[src/design/msfr_pkg.sv]
// ----------------------------------------------------------------------------
// msfr_pkg
// Types and constants shared by the multidrop slave frame receiver modules.
// ----------------------------------------------------------------------------
package msfr_pkg;

  localparam int unsigned ByteW = 8;
  localparam int unsigned KindW = 3;

  localparam logic [ByteW-1:0] CodeGood = 8'h0f;
  localparam logic [ByteW-1:0] CodeBad  = 8'hf0;

  typedef enum logic [1:0] {
    PH_ADDR  = 2'd0,
    PH_LEN   = 2'd1,
    PH_DATA  = 2'd2,
    PH_CHECK = 2'd3
  } phase_e;

  typedef enum logic [KindW-1:0] {
    KIND_ACK     = 3'd0,
    KIND_PAYLOAD = 3'd1,
    KIND_GOOD    = 3'd2,
    KIND_BAD     = 3'd3,
    KIND_ABORT   = 3'd4
  } kind_e;

  typedef struct packed {
    logic [ByteW-1:0] rx_byte;
    logic             ninth_bit;
  } char_t;

  typedef struct packed {
    kind_e            kind;
    logic             transmit;
    logic [ByteW-1:0] data_byte;
    logic [ByteW-1:0] byte_index;
  } result_t;

endpackage

[src/design/msfr_in_stage.sv]
// ----------------------------------------------------------------------------
// msfr_in_stage
// Input register holding one received character until the frame logic
// consumes it.
// ----------------------------------------------------------------------------
module msfr_in_stage (
  input  logic           clk_i,
  input  logic           rst_ni,
  input  logic           in_valid_i,
  input  msfr_pkg::char_t in_char_i,
  input  logic           advance_i,
  output logic           in_stall_o,
  output logic           char_valid_o,
  output msfr_pkg::char_t char_o
);
  import msfr_pkg::*;

  logic  valid_q, valid_d;
  char_t char_q;
  logic  accept;

  // The held character blocks a new one only if it cannot move on this cycle.
  assign in_stall_o = valid_q && !advance_i;
  assign accept     = in_valid_i && !in_stall_o;

  always_comb begin
    valid_d = valid_q;
    if (accept) begin
      valid_d = 1'b1;
    end else if (advance_i) begin
      valid_d = 1'b0;
    end
  end

  always_ff @(posedge clk_i or negedge rst_ni) begin
    if (!rst_ni) begin
      valid_q <= 1'b0;
    end else begin
      valid_q <= valid_d;
    end
  end

  always_ff @(posedge clk_i) begin
    if (accept) begin
      char_q <= in_char_i;
    end
  end

  assign char_valid_o = valid_q;
  assign char_o       = char_q;

endmodule

[src/design/msfr_frame_fsm.sv]
// ----------------------------------------------------------------------------
// msfr_frame_fsm
// Frame state machine: address match, length, payload and check byte.
// ----------------------------------------------------------------------------
module msfr_frame_fsm (
  input  logic                     clk_i,
  input  logic                     rst_ni,
  input  logic                     fire_i,
  input  msfr_pkg::char_t          char_i,
  input  logic [msfr_pkg::ByteW-1:0] station_address_i,
  output logic                     res_valid_o,
  output msfr_pkg::result_t        res_o
);
  import msfr_pkg::*;

  phase_e           phase_q, phase_d;
  logic [ByteW-1:0] len_q, len_d;
  logic [ByteW-1:0] cnt_q, cnt_d;
  logic [ByteW-1:0] chk_q, chk_d;
  logic [ByteW-1:0] cnt_inc;
  logic [ByteW-1:0] chk_next;
  logic             addr_match;

  assign cnt_inc    = cnt_q + 8'd1;
  assign chk_next   = chk_q ^ char_i.rx_byte;
  assign addr_match = char_i.ninth_bit && (char_i.rx_byte == station_address_i);

  // Next state.
  always_comb begin
    phase_d = phase_q;
    len_d   = len_q;
    cnt_d   = cnt_q;
    chk_d   = chk_q;
    if (fire_i) begin
      case (phase_q)
        PH_ADDR: begin
          if (addr_match) begin
            phase_d = PH_LEN;
          end
        end
        PH_LEN: begin
          if (char_i.ninth_bit) begin
            phase_d = PH_ADDR;
          end else begin
            len_d   = char_i.rx_byte;
            cnt_d   = '0;
            chk_d   = char_i.rx_byte;
            phase_d = (char_i.rx_byte == '0) ? PH_CHECK : PH_DATA;
          end
        end
        PH_DATA: begin
          if (char_i.ninth_bit) begin
            phase_d = PH_ADDR;
          end else begin
            cnt_d = cnt_inc;
            chk_d = chk_next;
            if (cnt_inc == len_q) begin
              phase_d = PH_CHECK;
            end
          end
        end
        PH_CHECK: begin
          if (char_i.ninth_bit) begin
            phase_d = PH_ADDR;
          end else if (chk_next == '0) begin
            phase_d = PH_ADDR;
          end else begin
            phase_d = PH_LEN;
          end
        end
        default: phase_d = PH_ADDR;
      endcase
    end
  end

  // Result for the character being consumed.
  always_comb begin
    res_valid_o      = 1'b0;
    res_o.kind       = KIND_ABORT;
    res_o.transmit   = 1'b0;
    res_o.data_byte  = '0;
    res_o.byte_index = '0;
    if (fire_i) begin
      case (phase_q)
        PH_ADDR: begin
          if (addr_match) begin
            res_valid_o     = 1'b1;
            res_o.kind      = KIND_ACK;
            res_o.transmit  = 1'b1;
            res_o.data_byte = char_i.rx_byte;
          end
        end
        PH_LEN: begin
          res_valid_o = char_i.ninth_bit;
        end
        PH_DATA: begin
          res_valid_o = 1'b1;
          if (!char_i.ninth_bit) begin
            res_o.kind       = KIND_PAYLOAD;
            res_o.data_byte  = char_i.rx_byte;
            res_o.byte_index = cnt_q;
          end
        end
        PH_CHECK: begin
          res_valid_o = 1'b1;
          if (!char_i.ninth_bit) begin
            res_o.transmit = 1'b1;
            if (chk_next == '0) begin
              res_o.kind      = KIND_GOOD;
              res_o.data_byte = CodeGood;
            end else begin
              res_o.kind      = KIND_BAD;
              res_o.data_byte = CodeBad;
            end
          end
        end
        default: res_valid_o = 1'b0;
      endcase
    end
  end

  always_ff @(posedge clk_i or negedge rst_ni) begin
    if (!rst_ni) begin
      phase_q <= PH_ADDR;
      len_q   <= '0;
      cnt_q   <= '0;
      chk_q   <= '0;
    end else begin
      phase_q <= phase_d;
      len_q   <= len_d;
      cnt_q   <= cnt_d;
      chk_q   <= chk_d;
    end
  end

`ifndef SYNTH
  // In the payload phase the count never reaches the announced length.
  a_data_count: assert property (@(posedge clk_i) disable iff (!rst_ni)
    (phase_q == PH_DATA) |-> (len_q != '0 && cnt_q != len_q))
    else $error("payload phase with count at length");

  // An address character inside a message always returns to address waiting.
  a_abort_return: assert property (@(posedge clk_i) disable iff (!rst_ni)
    (fire_i && char_i.ninth_bit && phase_q != PH_ADDR) |=> (phase_q == PH_ADDR))
    else $error("abort did not return to address phase");

  // A payload result carries the count as its index, and the count then advances by one.
  a_payload_index: assert property (@(posedge clk_i) disable iff (!rst_ni)
    (res_valid_o && res_o.kind == KIND_PAYLOAD) |=> (cnt_q == $past(cnt_q) + 8'd1))
    else $error("payload count did not advance");
`endif

endmodule

[src/design/msfr_out_stage.sv]
// ----------------------------------------------------------------------------
// msfr_out_stage
// Result register with its valid flag, loaded when the frame logic emits.
// ----------------------------------------------------------------------------
module msfr_out_stage (
  input  logic              clk_i,
  input  logic              rst_ni,
  input  logic              load_i,
  input  msfr_pkg::result_t res_i,
  input  logic              out_stall_i,
  output logic              advance_o,
  output logic              out_valid_o,
  output msfr_pkg::result_t res_o
);
  import msfr_pkg::*;

  logic    valid_q, valid_d;
  result_t res_q;

  // The register can take a new beat when empty or when its beat leaves now.
  assign advance_o = !valid_q || !out_stall_i;

  always_comb begin
    valid_d = valid_q;
    if (advance_o) begin
      valid_d = load_i;
    end
  end

  always_ff @(posedge clk_i or negedge rst_ni) begin
    if (!rst_ni) begin
      valid_q <= 1'b0;
    end else begin
      valid_q <= valid_d;
    end
  end

  always_ff @(posedge clk_i) begin
    if (advance_o && load_i) begin
      res_q <= res_i;
    end
  end

  assign out_valid_o = valid_q;
  assign res_o       = res_q;

endmodule

[src/design/multidrop_slave_frame_receiver.sv]
// ----------------------------------------------------------------------------
// multidrop_slave_frame_receiver
// Slave receiver for a nine-bit multidrop link: address match, length,
// payload delivery and XOR check with acknowledge and status bytes.
// ----------------------------------------------------------------------------
//  Channel  | Handshake                | Payload
//  ---------+--------------------------+-----------------------------------------
//  config   | cfg_we_i                 | cfg_station_address_i
//  input    | in_valid_i, in_stall_o   | rx_byte_i, ninth_bit_i
//  output   | out_valid_o, out_stall_i | result_kind_o, transmit_o, data_byte_o,
//           |                          | byte_index_o
//
// One character is accepted per cycle while in_stall_o is low. It is held in the
// input register, and its result, if any, is then loaded into the result
// register, from which it is presented on the outputs.
// Characters that cause no result are simply consumed by the frame logic.
// Reset empties both registers and returns to waiting for the own address.
// A stall on the output holds the result register and, once the input
// register is full, stalls the input in the same cycle.
module multidrop_slave_frame_receiver (
  input  logic       clk_i,
  input  logic       rst_ni,
  input  logic       cfg_we_i,
  input  logic [7:0] cfg_station_address_i,
  input  logic       in_valid_i,
  output logic       in_stall_o,
  input  logic [7:0] rx_byte_i,
  input  logic       ninth_bit_i,
  output logic       out_valid_o,
  input  logic       out_stall_i,
  output logic [2:0] result_kind_o,
  output logic       transmit_o,
  output logic [7:0] data_byte_o,
  output logic [7:0] byte_index_o
);
  import msfr_pkg::*;

  logic [ByteW-1:0] station_q;
  char_t            in_char;
  char_t            held_char;
  logic             held_valid;
  logic             advance;
  logic             fire;
  logic             res_valid;
  result_t          res;
  result_t          out_res;

  always_ff @(posedge clk_i or negedge rst_ni) begin
    if (!rst_ni) begin
      station_q <= '0;
    end else if (cfg_we_i) begin
      station_q <= cfg_station_address_i;
    end
  end

  assign in_char.rx_byte   = rx_byte_i;
  assign in_char.ninth_bit = ninth_bit_i;

  msfr_in_stage u_in_stage (
    .clk_i        (clk_i),
    .rst_ni       (rst_ni),
    .in_valid_i   (in_valid_i),
    .in_char_i    (in_char),
    .advance_i    (advance),
    .in_stall_o   (in_stall_o),
    .char_valid_o (held_valid),
    .char_o       (held_char)
  );

  assign fire = held_valid && advance;

  msfr_frame_fsm u_frame_fsm (
    .clk_i             (clk_i),
    .rst_ni            (rst_ni),
    .fire_i            (fire),
    .char_i            (held_char),
    .station_address_i (station_q),
    .res_valid_o       (res_valid),
    .res_o             (res)
  );

  msfr_out_stage u_out_stage (
    .clk_i       (clk_i),
    .rst_ni      (rst_ni),
    .load_i      (res_valid),
    .res_i       (res),
    .out_stall_i (out_stall_i),
    .advance_o   (advance),
    .out_valid_o (out_valid_o),
    .res_o       (out_res)
  );

  assign result_kind_o = out_res.kind;
  assign transmit_o    = out_res.transmit;
  assign data_byte_o   = out_res.data_byte;
  assign byte_index_o  = out_res.byte_index;

endmodule
[config.mk]
export PLATFORM = sky130hd
export DESIGN_NAME = multidrop_slave_frame_receiver
export DESIGN_NICKNAME = d
export VERILOG_FILES = /design/src/design/msfr_pkg.sv /design/src/design/msfr_in_stage.sv /design/src/design/msfr_frame_fsm.sv /design/src/design/msfr_out_stage.sv /design/src/design/multidrop_slave_frame_receiver.sv
export SDC_FILE = /design/constraint.sdc
export NUM_CORES = 1
export LEC_CHECK = 0
export BUFFER_PORTS_ARGS = -buffer_cell sky130_fd_sc_hd__buf_2
export CAP_MARGIN = 0
export CORE_ASPECT_RATIO = 1.1
export CORE_MARGIN = 1.5
export CORE_UTILIZATION = 61
export CTS_CLUSTER_DIAMETER = 80
export DETAILED_ROUTE_END_ITERATION = 6
export MAX_ROUTING_LAYER = met4
export PLACE_DENSITY = 0.87
export SLEW_MARGIN = 20
export SYNTH_ARGS = -nofsm -noshare
export SYNTH_HDL_FRONTEND = slang
export SYNTH_SLANG_ARGS = --single-unit
[constraint.sdc]
create_clock -name clk_i -period 6 [get_ports clk_i]
set_input_delay 0.6 -clock clk_i [delete_from_list [all_inputs] [get_ports clk_i]]
set_output_delay 0.6 -clock clk_i [all_outputs]
set_load 0.01 [all_outputs]
Word-level counts from Yosys, hierarchy flattened --
Cells that the tools add are included.
Storage, ports and cells: logic and storage cells 75, output and inout bits 22, flip-flop bits (word level) 65, bits of input ports 22
Operators by class: eq/ne operators 9, multiplexer cells 28, $add $sub $neg 1, bitwise gates (word level) 4, reduce and logical (&&, ||, !) cells 20
Operators by type and width (number):
- $mux W8 | 5
- $pmux W8 S2 | 2
- $mux W12 | 2
- $pmux W8 S3 | 1
- $eq A8 B8 Y1 | 2
- $logic_not A8 Y1 | 2
- $mux W16 | 1
- $mux W2 | 5
- $pmux W3 S3 | 1
- $add A8 B1 Y8 const B | 1
- $pmux W2 S4 | 1
- $xor A8 B8 Y8 | 1
- $mux W1 | 7
- $reduce_and A3 Y1 | 2
- $logic_and A1 B1 Y1 | 5
- $eq A2 B2 Y1 const B | 2
- $logic_not A1 Y1 | 4
- $ne A2 B2 Y1 const B | 2
- $reduce_and A4 Y1 | 1
- $reduce_bool A2 Y1 | 2
- $mux W3 | 1
- $ne A3 B2 Y1 const B | 1
- $not A1 Y1 | 3
- $pmux W1 S3 | 1
- 7 further kinds | 7

Longest topological paths before layout --
word-level depth 7, mapped depth 8, mapped depth without buffers 7

Hierarchy --
From an unflattened synthesis, not the netlist that was laid out.
Unflattened totals: cells, all modules 273, area, all modules 3210.6 um2
By module, submodules not included:
- msfr_frame_fsm | times used 1, sequential area each 650.6 um2, cells each 217, area each 1896.8 um2
- msfr_out_stage | times used 1, sequential area each 625.6 um2, cells each 24, area each 648.1 um2
- multidrop_slave_frame_receiver | times used 1, sequential area each 200.2 um2, cells each 18, area each 337.8 um2
- msfr_in_stage | times used 1, sequential area each 295.3 um2, cells each 14, area each 327.8 um2

Worst setup path after synthesis --
No wires, ideal clock.
path type register to register, start point register u_in_stage.char_q (netlist bit u_in_stage.char_o[2]), end point register u_out_stage.res_q (netlist bit u_out_stage.res_o[0]), enable pin, arrival 2.069 ns, buffers on the path 1, required time 5.603 ns, setup slack 3.534 ns, library setup time 0.397 ns, stages on the path, launching flop included 7, period minus slack after synthesis 2.466 ns, cell sequence edfxtp_1 -> clkbuf_1 -> xnor2_1 -> nand3_1 -> o31ai_1 -> nand2_1 -> nor2_1
On the way: cells in the longest elaborated chain, start to end 6
RTL lines:
- start, declared | line msfr_in_stage.sv:19 | char_t char_q;
- start signal, assigned | line msfr_in_stage.sv:45 | char_q <= in_char_i;
- $eq A8 B8 Y1 | line msfr_frame_fsm.sv:26 | assign addr_match = char_i.ninth_bit && (char_i.rx_byte == station_address_i);
- $logic_and A1 B1 Y1 | line msfr_frame_fsm.sv:26
- $mux W1 | line msfr_frame_fsm.sv:86 | if (addr_match) begin
- $pmux W1 S3 | line msfr_frame_fsm.sv:84 | case (phase_q)
- $mux W1 | line msfr_frame_fsm.sv:83 | if (fire_i) begin
- $logic_and A1 B1 Y1 | line msfr_out_stage.sv:39 | if (advance_o && load_i) begin
- end signal, assigned | line msfr_out_stage.sv:40 | res_q <= res_i;
- end, declared | line msfr_out_stage.sv:18 | result_t res_q;
Every way passes these cells. A chain may end at the register's enable or synchronous reset.

Worst setup path after layout --
start point register u_frame_fsm.phase_q[0], end point register u_frame_fsm.cnt_q[7]
On the way: cells in the longest elaborated chain, start to end 3, elaborated cells between the ends (all ways) 7, classes of those cells 4 x eq/ne; 1 x mux; 2 x reduce/logical
RTL lines:
- start, declared | line msfr_frame_fsm.sv:16 | phase_e phase_q, phase_d;
- start signal, assigned | line msfr_frame_fsm.sv:129 | phase_q <= phase_d;
- $eq A2 B2 Y1 or $eq A2 B1 Y1 (tied branches) | line msfr_frame_fsm.sv:35 | case (phase_q)
- $ne A2 B2 Y1 (no line) or $reduce_bool A2 Y1 (tied branches)
- $reduce_and A4 Y1 (no line)
- end signal, assigned | line msfr_frame_fsm.sv:131 | cnt_q <= cnt_d;
- end, declared | line msfr_frame_fsm.sv:18 | logic [ByteW-1:0] cnt_q, cnt_d;
Parallel ways exist; a longest one is shown, timed or not.

==> impl_metrics.csv <==
group,metric,value,unit
critical_path,r2r_start,"u_frame_fsm.phase_q[0]",
critical_path,crit_fanout,13,
cells_and_area,diodes,0,
clocking,htree_levels,3,
clocking,cts_root_buf,"clkbuf_8",
cells_and_area,final_cell_mix,"buf_2 (43), dfrtp_1 (36), edfxtp_1 (29)",
critical_path,critPathArrivalTime,2630,ps
grt,gr-total-overflow,0,
cells_and_area,regArea,0.00177,sq mm
yosys,syn_area,0.00313,sq mm
clocking,numCtsBuffers,9,
grt,grt_max_degree,37,
yosys,synth_nets,303,
drt,wl_met3,393,microns
timing,relSlewSlack,0.424,
critical_path,reg2reg_slack,3660,ps
grt,grt_usage,0.249,
yosys,ys_ff_latch,65,
status,status,"finished, final reports clean",
power_and_ir_drop,seqPwrFrac,0.446,
timing,min_period,2340,ps
timing,final-hold-violation-count,0,
cells_and_area,syn_to_final_growth,15.0,%
place,port_buffers,43,
yosys,synth_ff_type,"dfrtp_1",
cells_and_area,layout.nets,343,
timing,setup_viol,0,
cells_and_area,drive_gt1_frac,0.253,
critical_path,worstPathRequired,6280,ps
clocking,ctsHoldBuffers,0,
drt,initialDrtViolationCount,267,
timing,finalMaxSlewViolations,0,
critical_path,r2r_end,"u_frame_fsm.cnt_q[7]",
power_and_ir_drop,leakage,1.50,nW
drt,drc,0,
floorplan,design.core.area,0.00497,sq mm
timing,rsz0062_at_grt,"false",
cells_and_area,final_common_cell,"buf_2",
drt,wl,6290,microns
clocking,cts_tree,"built",
yosys,synthCells,275,
clocking,cts_buffer_depth,2,
clocking,cts_setup_buffers,0,
critical_path,rr_worst_depth,7,
yosys,avgSynthCellArea,11.4,sq um
drt,vias_per_cell,5.92,
timing,fin_worst_skew,7.82,ps
critical_path,critical_path_class,"reg -> reg",
clocking,clkSlewWorstSetupHoldPaths,70,ps
power_and_ir_drop,ir_drop,0.000226,V
grt,grt_pass1_wl,10100,microns
floorplan,rows,27,
timing,max_freq,427,MHz
timing,tns,0,ps
clocking,clock_latency,360,ps
power_and_ir_drop,p_clk_frac,0.275,
floorplan,dieHeight,78.1,microns
clocking,cts_resized,0,
critical_path,cp-end-kind,"register",
drt,firstDrtPassIters,4,
yosys,async_flop_share,0.554,
floorplan,ios,44,
grt,antenna_found_initial,0,
critical_path,startpoint_type,"register",
yosys,synth_edf_count,29,
drt,post_drt_wl_per_cell,16.6,microns
power_and_ir_drop,pwr-share-comb,0.279,
floorplan,start_util,0.630,
drt,highest_layer,"met4",
power_and_ir_drop,p_sw_frac,0.327,
timing,final.period_utilization,0.391,
power_and_ir_drop,p_switching,0.000497,W
clocking,cts_num_sinks,65,
drt,ant_nets,0,
worst_hold_path,min_path_type,"in -> async",
power_and_ir_drop,p_int,0.00102,W
power_and_ir_drop,power_density,422,mW/mm^2
run,drv_cap,0,
yosys,synth-seq-area-share,0.566,
yosys,synth.area.top_cells,"dfrtp_1 (29%), edfxtp_1 (28%), mux2_2 (5.8%)",
timing,tightest_slew,861,ps
yosys,ys_types,41,
yosys,synth_area_leader_cell,"dfrtp_1",
cells_and_area,postLayoutCoreUtil,0.725,
drt,wl_met1,2660,microns
timing,hold_ws,336,ps
drt,vias,2238,
cells_and_area,fillers,331,
place,place_congestion,0.891,
cells_and_area,multi_input_area,0.00127,sq mm
floorplan,die-area,0.00557,sq mm
drt,met2_wirelength,3080,microns
floorplan,dieWidth,71.3,microns
yosys,synth_top_area_share,0.288,
grt,grt_pass1_vias,2096,
place,place_hpwl,4270,microns
yosys,yosys_warnings,0,
worst max-delay path: stages (launching register included):
cell and delay, ps:
dfrtp_1 440, inv_1 110, ha_1 300, nor2b_1 660, nand2_1 340, nor2_1 210, nand2_1 80, o21ai_0 130
sequential cells by signal (all words and copies together), names as in the netlist:
name	flops
u_frame_fsm.chk_q	8
u_frame_fsm.phase_q	2
station_q	8
u_in_stage.char_valid_o	1
u_in_stage.char_o	9
u_out_stage.out_valid_o	1
u_frame_fsm.len_q	8
u_frame_fsm.cnt_q	8
u_out_stage.res_o	20
cells in the mapped netlist (2+ instances only):
| master | instances |
|---|---|
| a21oi_1 | 20 |
| a311oi_1 | 8 |
| and2_1 | 3 |
| and3_1 | 10 |
| clkbuf_1 | 14 |
| dfrtp_1 | 36 |
| edfxtp_1 | 29 |
| ha_1 | 6 |
| inv_1 | 5 |
| mux2_2 | 16 |
| nand2_1 | 19 |
| nand2b_1 | 7 |
| nand3_1 | 5 |
| nand4_1 | 2 |
| nor2_1 | 24 |
| nor2b_1 | 2 |
| nor3_1 | 2 |
| nor4_1 | 5 |
| o21ai_0 | 12 |
| o21ai_1 | 3 |
| o31ai_1 | 4 |
| or3_1 | 2 |
| xnor2_1 | 14 |
| xor2_1 | 10 |
through the flow:
step | setup WS [ps] | area [sq um] | std cells | total power, W
global placement | 3850 | 3370 | 362 | 0.00109
floorplan | 3530 | 3130 | 275 | 0.000975
finish | 3660 | 3600 | 378 | 0.00152
detailed placement | 3720 | 3370 | 362 | 0.00110
CTS | 3710 | 3600 | 378 | 0.00152
global route | 3460 | 3600 | 378 | 0.00160
routing by layer:
metal  track usage  vias up
li1              -     1073
met1         0.322     1059
met2         0.377       93
met3        0.0449       13
met4         0.132        0
met5             -        -
power groups by stage:
| stage | clock, W | combinational [W] | sequential, W |
|---|---|---|---|
| 6_report | 0.000418 | 0.000424 | 0.000676 |
| 4_1_cts | 0.000422 | 0.000423 | 0.000676 |
| 3_5_place_dp | 0 | 0.000420 | 0.000684 |
| 3_3_place_gp | 0 | 0.000408 | 0.000679 |
| 2_1_floorplan | 0 | 0.000292 | 0.000683 |
| 5_1_grt | 0.000439 | 0.000466 | 0.000691 |
cells by family (layout without fill, tap and decap cells):
| group | count (synthesis) | count (layout) | share of synthesized area |
|---|---|---|---|
| xor gates and xnor gates | 25 | 25 | 0.0723 |
| buffers and inverters | 21 | 66 | 0.0268 |
| and+or+nand+nor | 85 | 85 | 0.137 |
| AOI/OAI and AO/OA | 57 | 57 | 0.116 |
| adders and majority gates | 6 | 6 | 0.0240 |
| DFF | 65 | 65 | 0.566 |
| muxes | 16 | 16 | 0.0576 |
layout make-up:
class,instances,area share
clock buffers,11,0.0483
clock inverters,5,0.0163
inverters,5,0.00521
multi-input cells,189,0.354
flip-flops and latches,65,0.492
well taps,58,0.0202
repair buffers,45,0.0639
how the worst max path moves through the flow:
stage / start / cells after the start / slack (ps) / to
floorplan: u_in_stage.char_o[2] / 6 / 3530 / u_out_stage.res_o[0]
global placement: u_in_stage.char_o[2] / 6 / 3850 / u_out_stage.res_o[19]
detailed placement: u_frame_fsm.phase_q[0] / 7 / 3720 / u_frame_fsm.cnt_q[7]
CTS: u_frame_fsm.phase_q[0] / 7 / 3710 / u_frame_fsm.cnt_q[7]
global route: u_frame_fsm.phase_q[0] / 7 / 3460 / u_frame_fsm.cnt_q[6]
finish: u_frame_fsm.phase_q[0] / 7 / 3660 / u_frame_fsm.cnt_q[7]
Note: power is estimated with default switching activity, not from simulation.
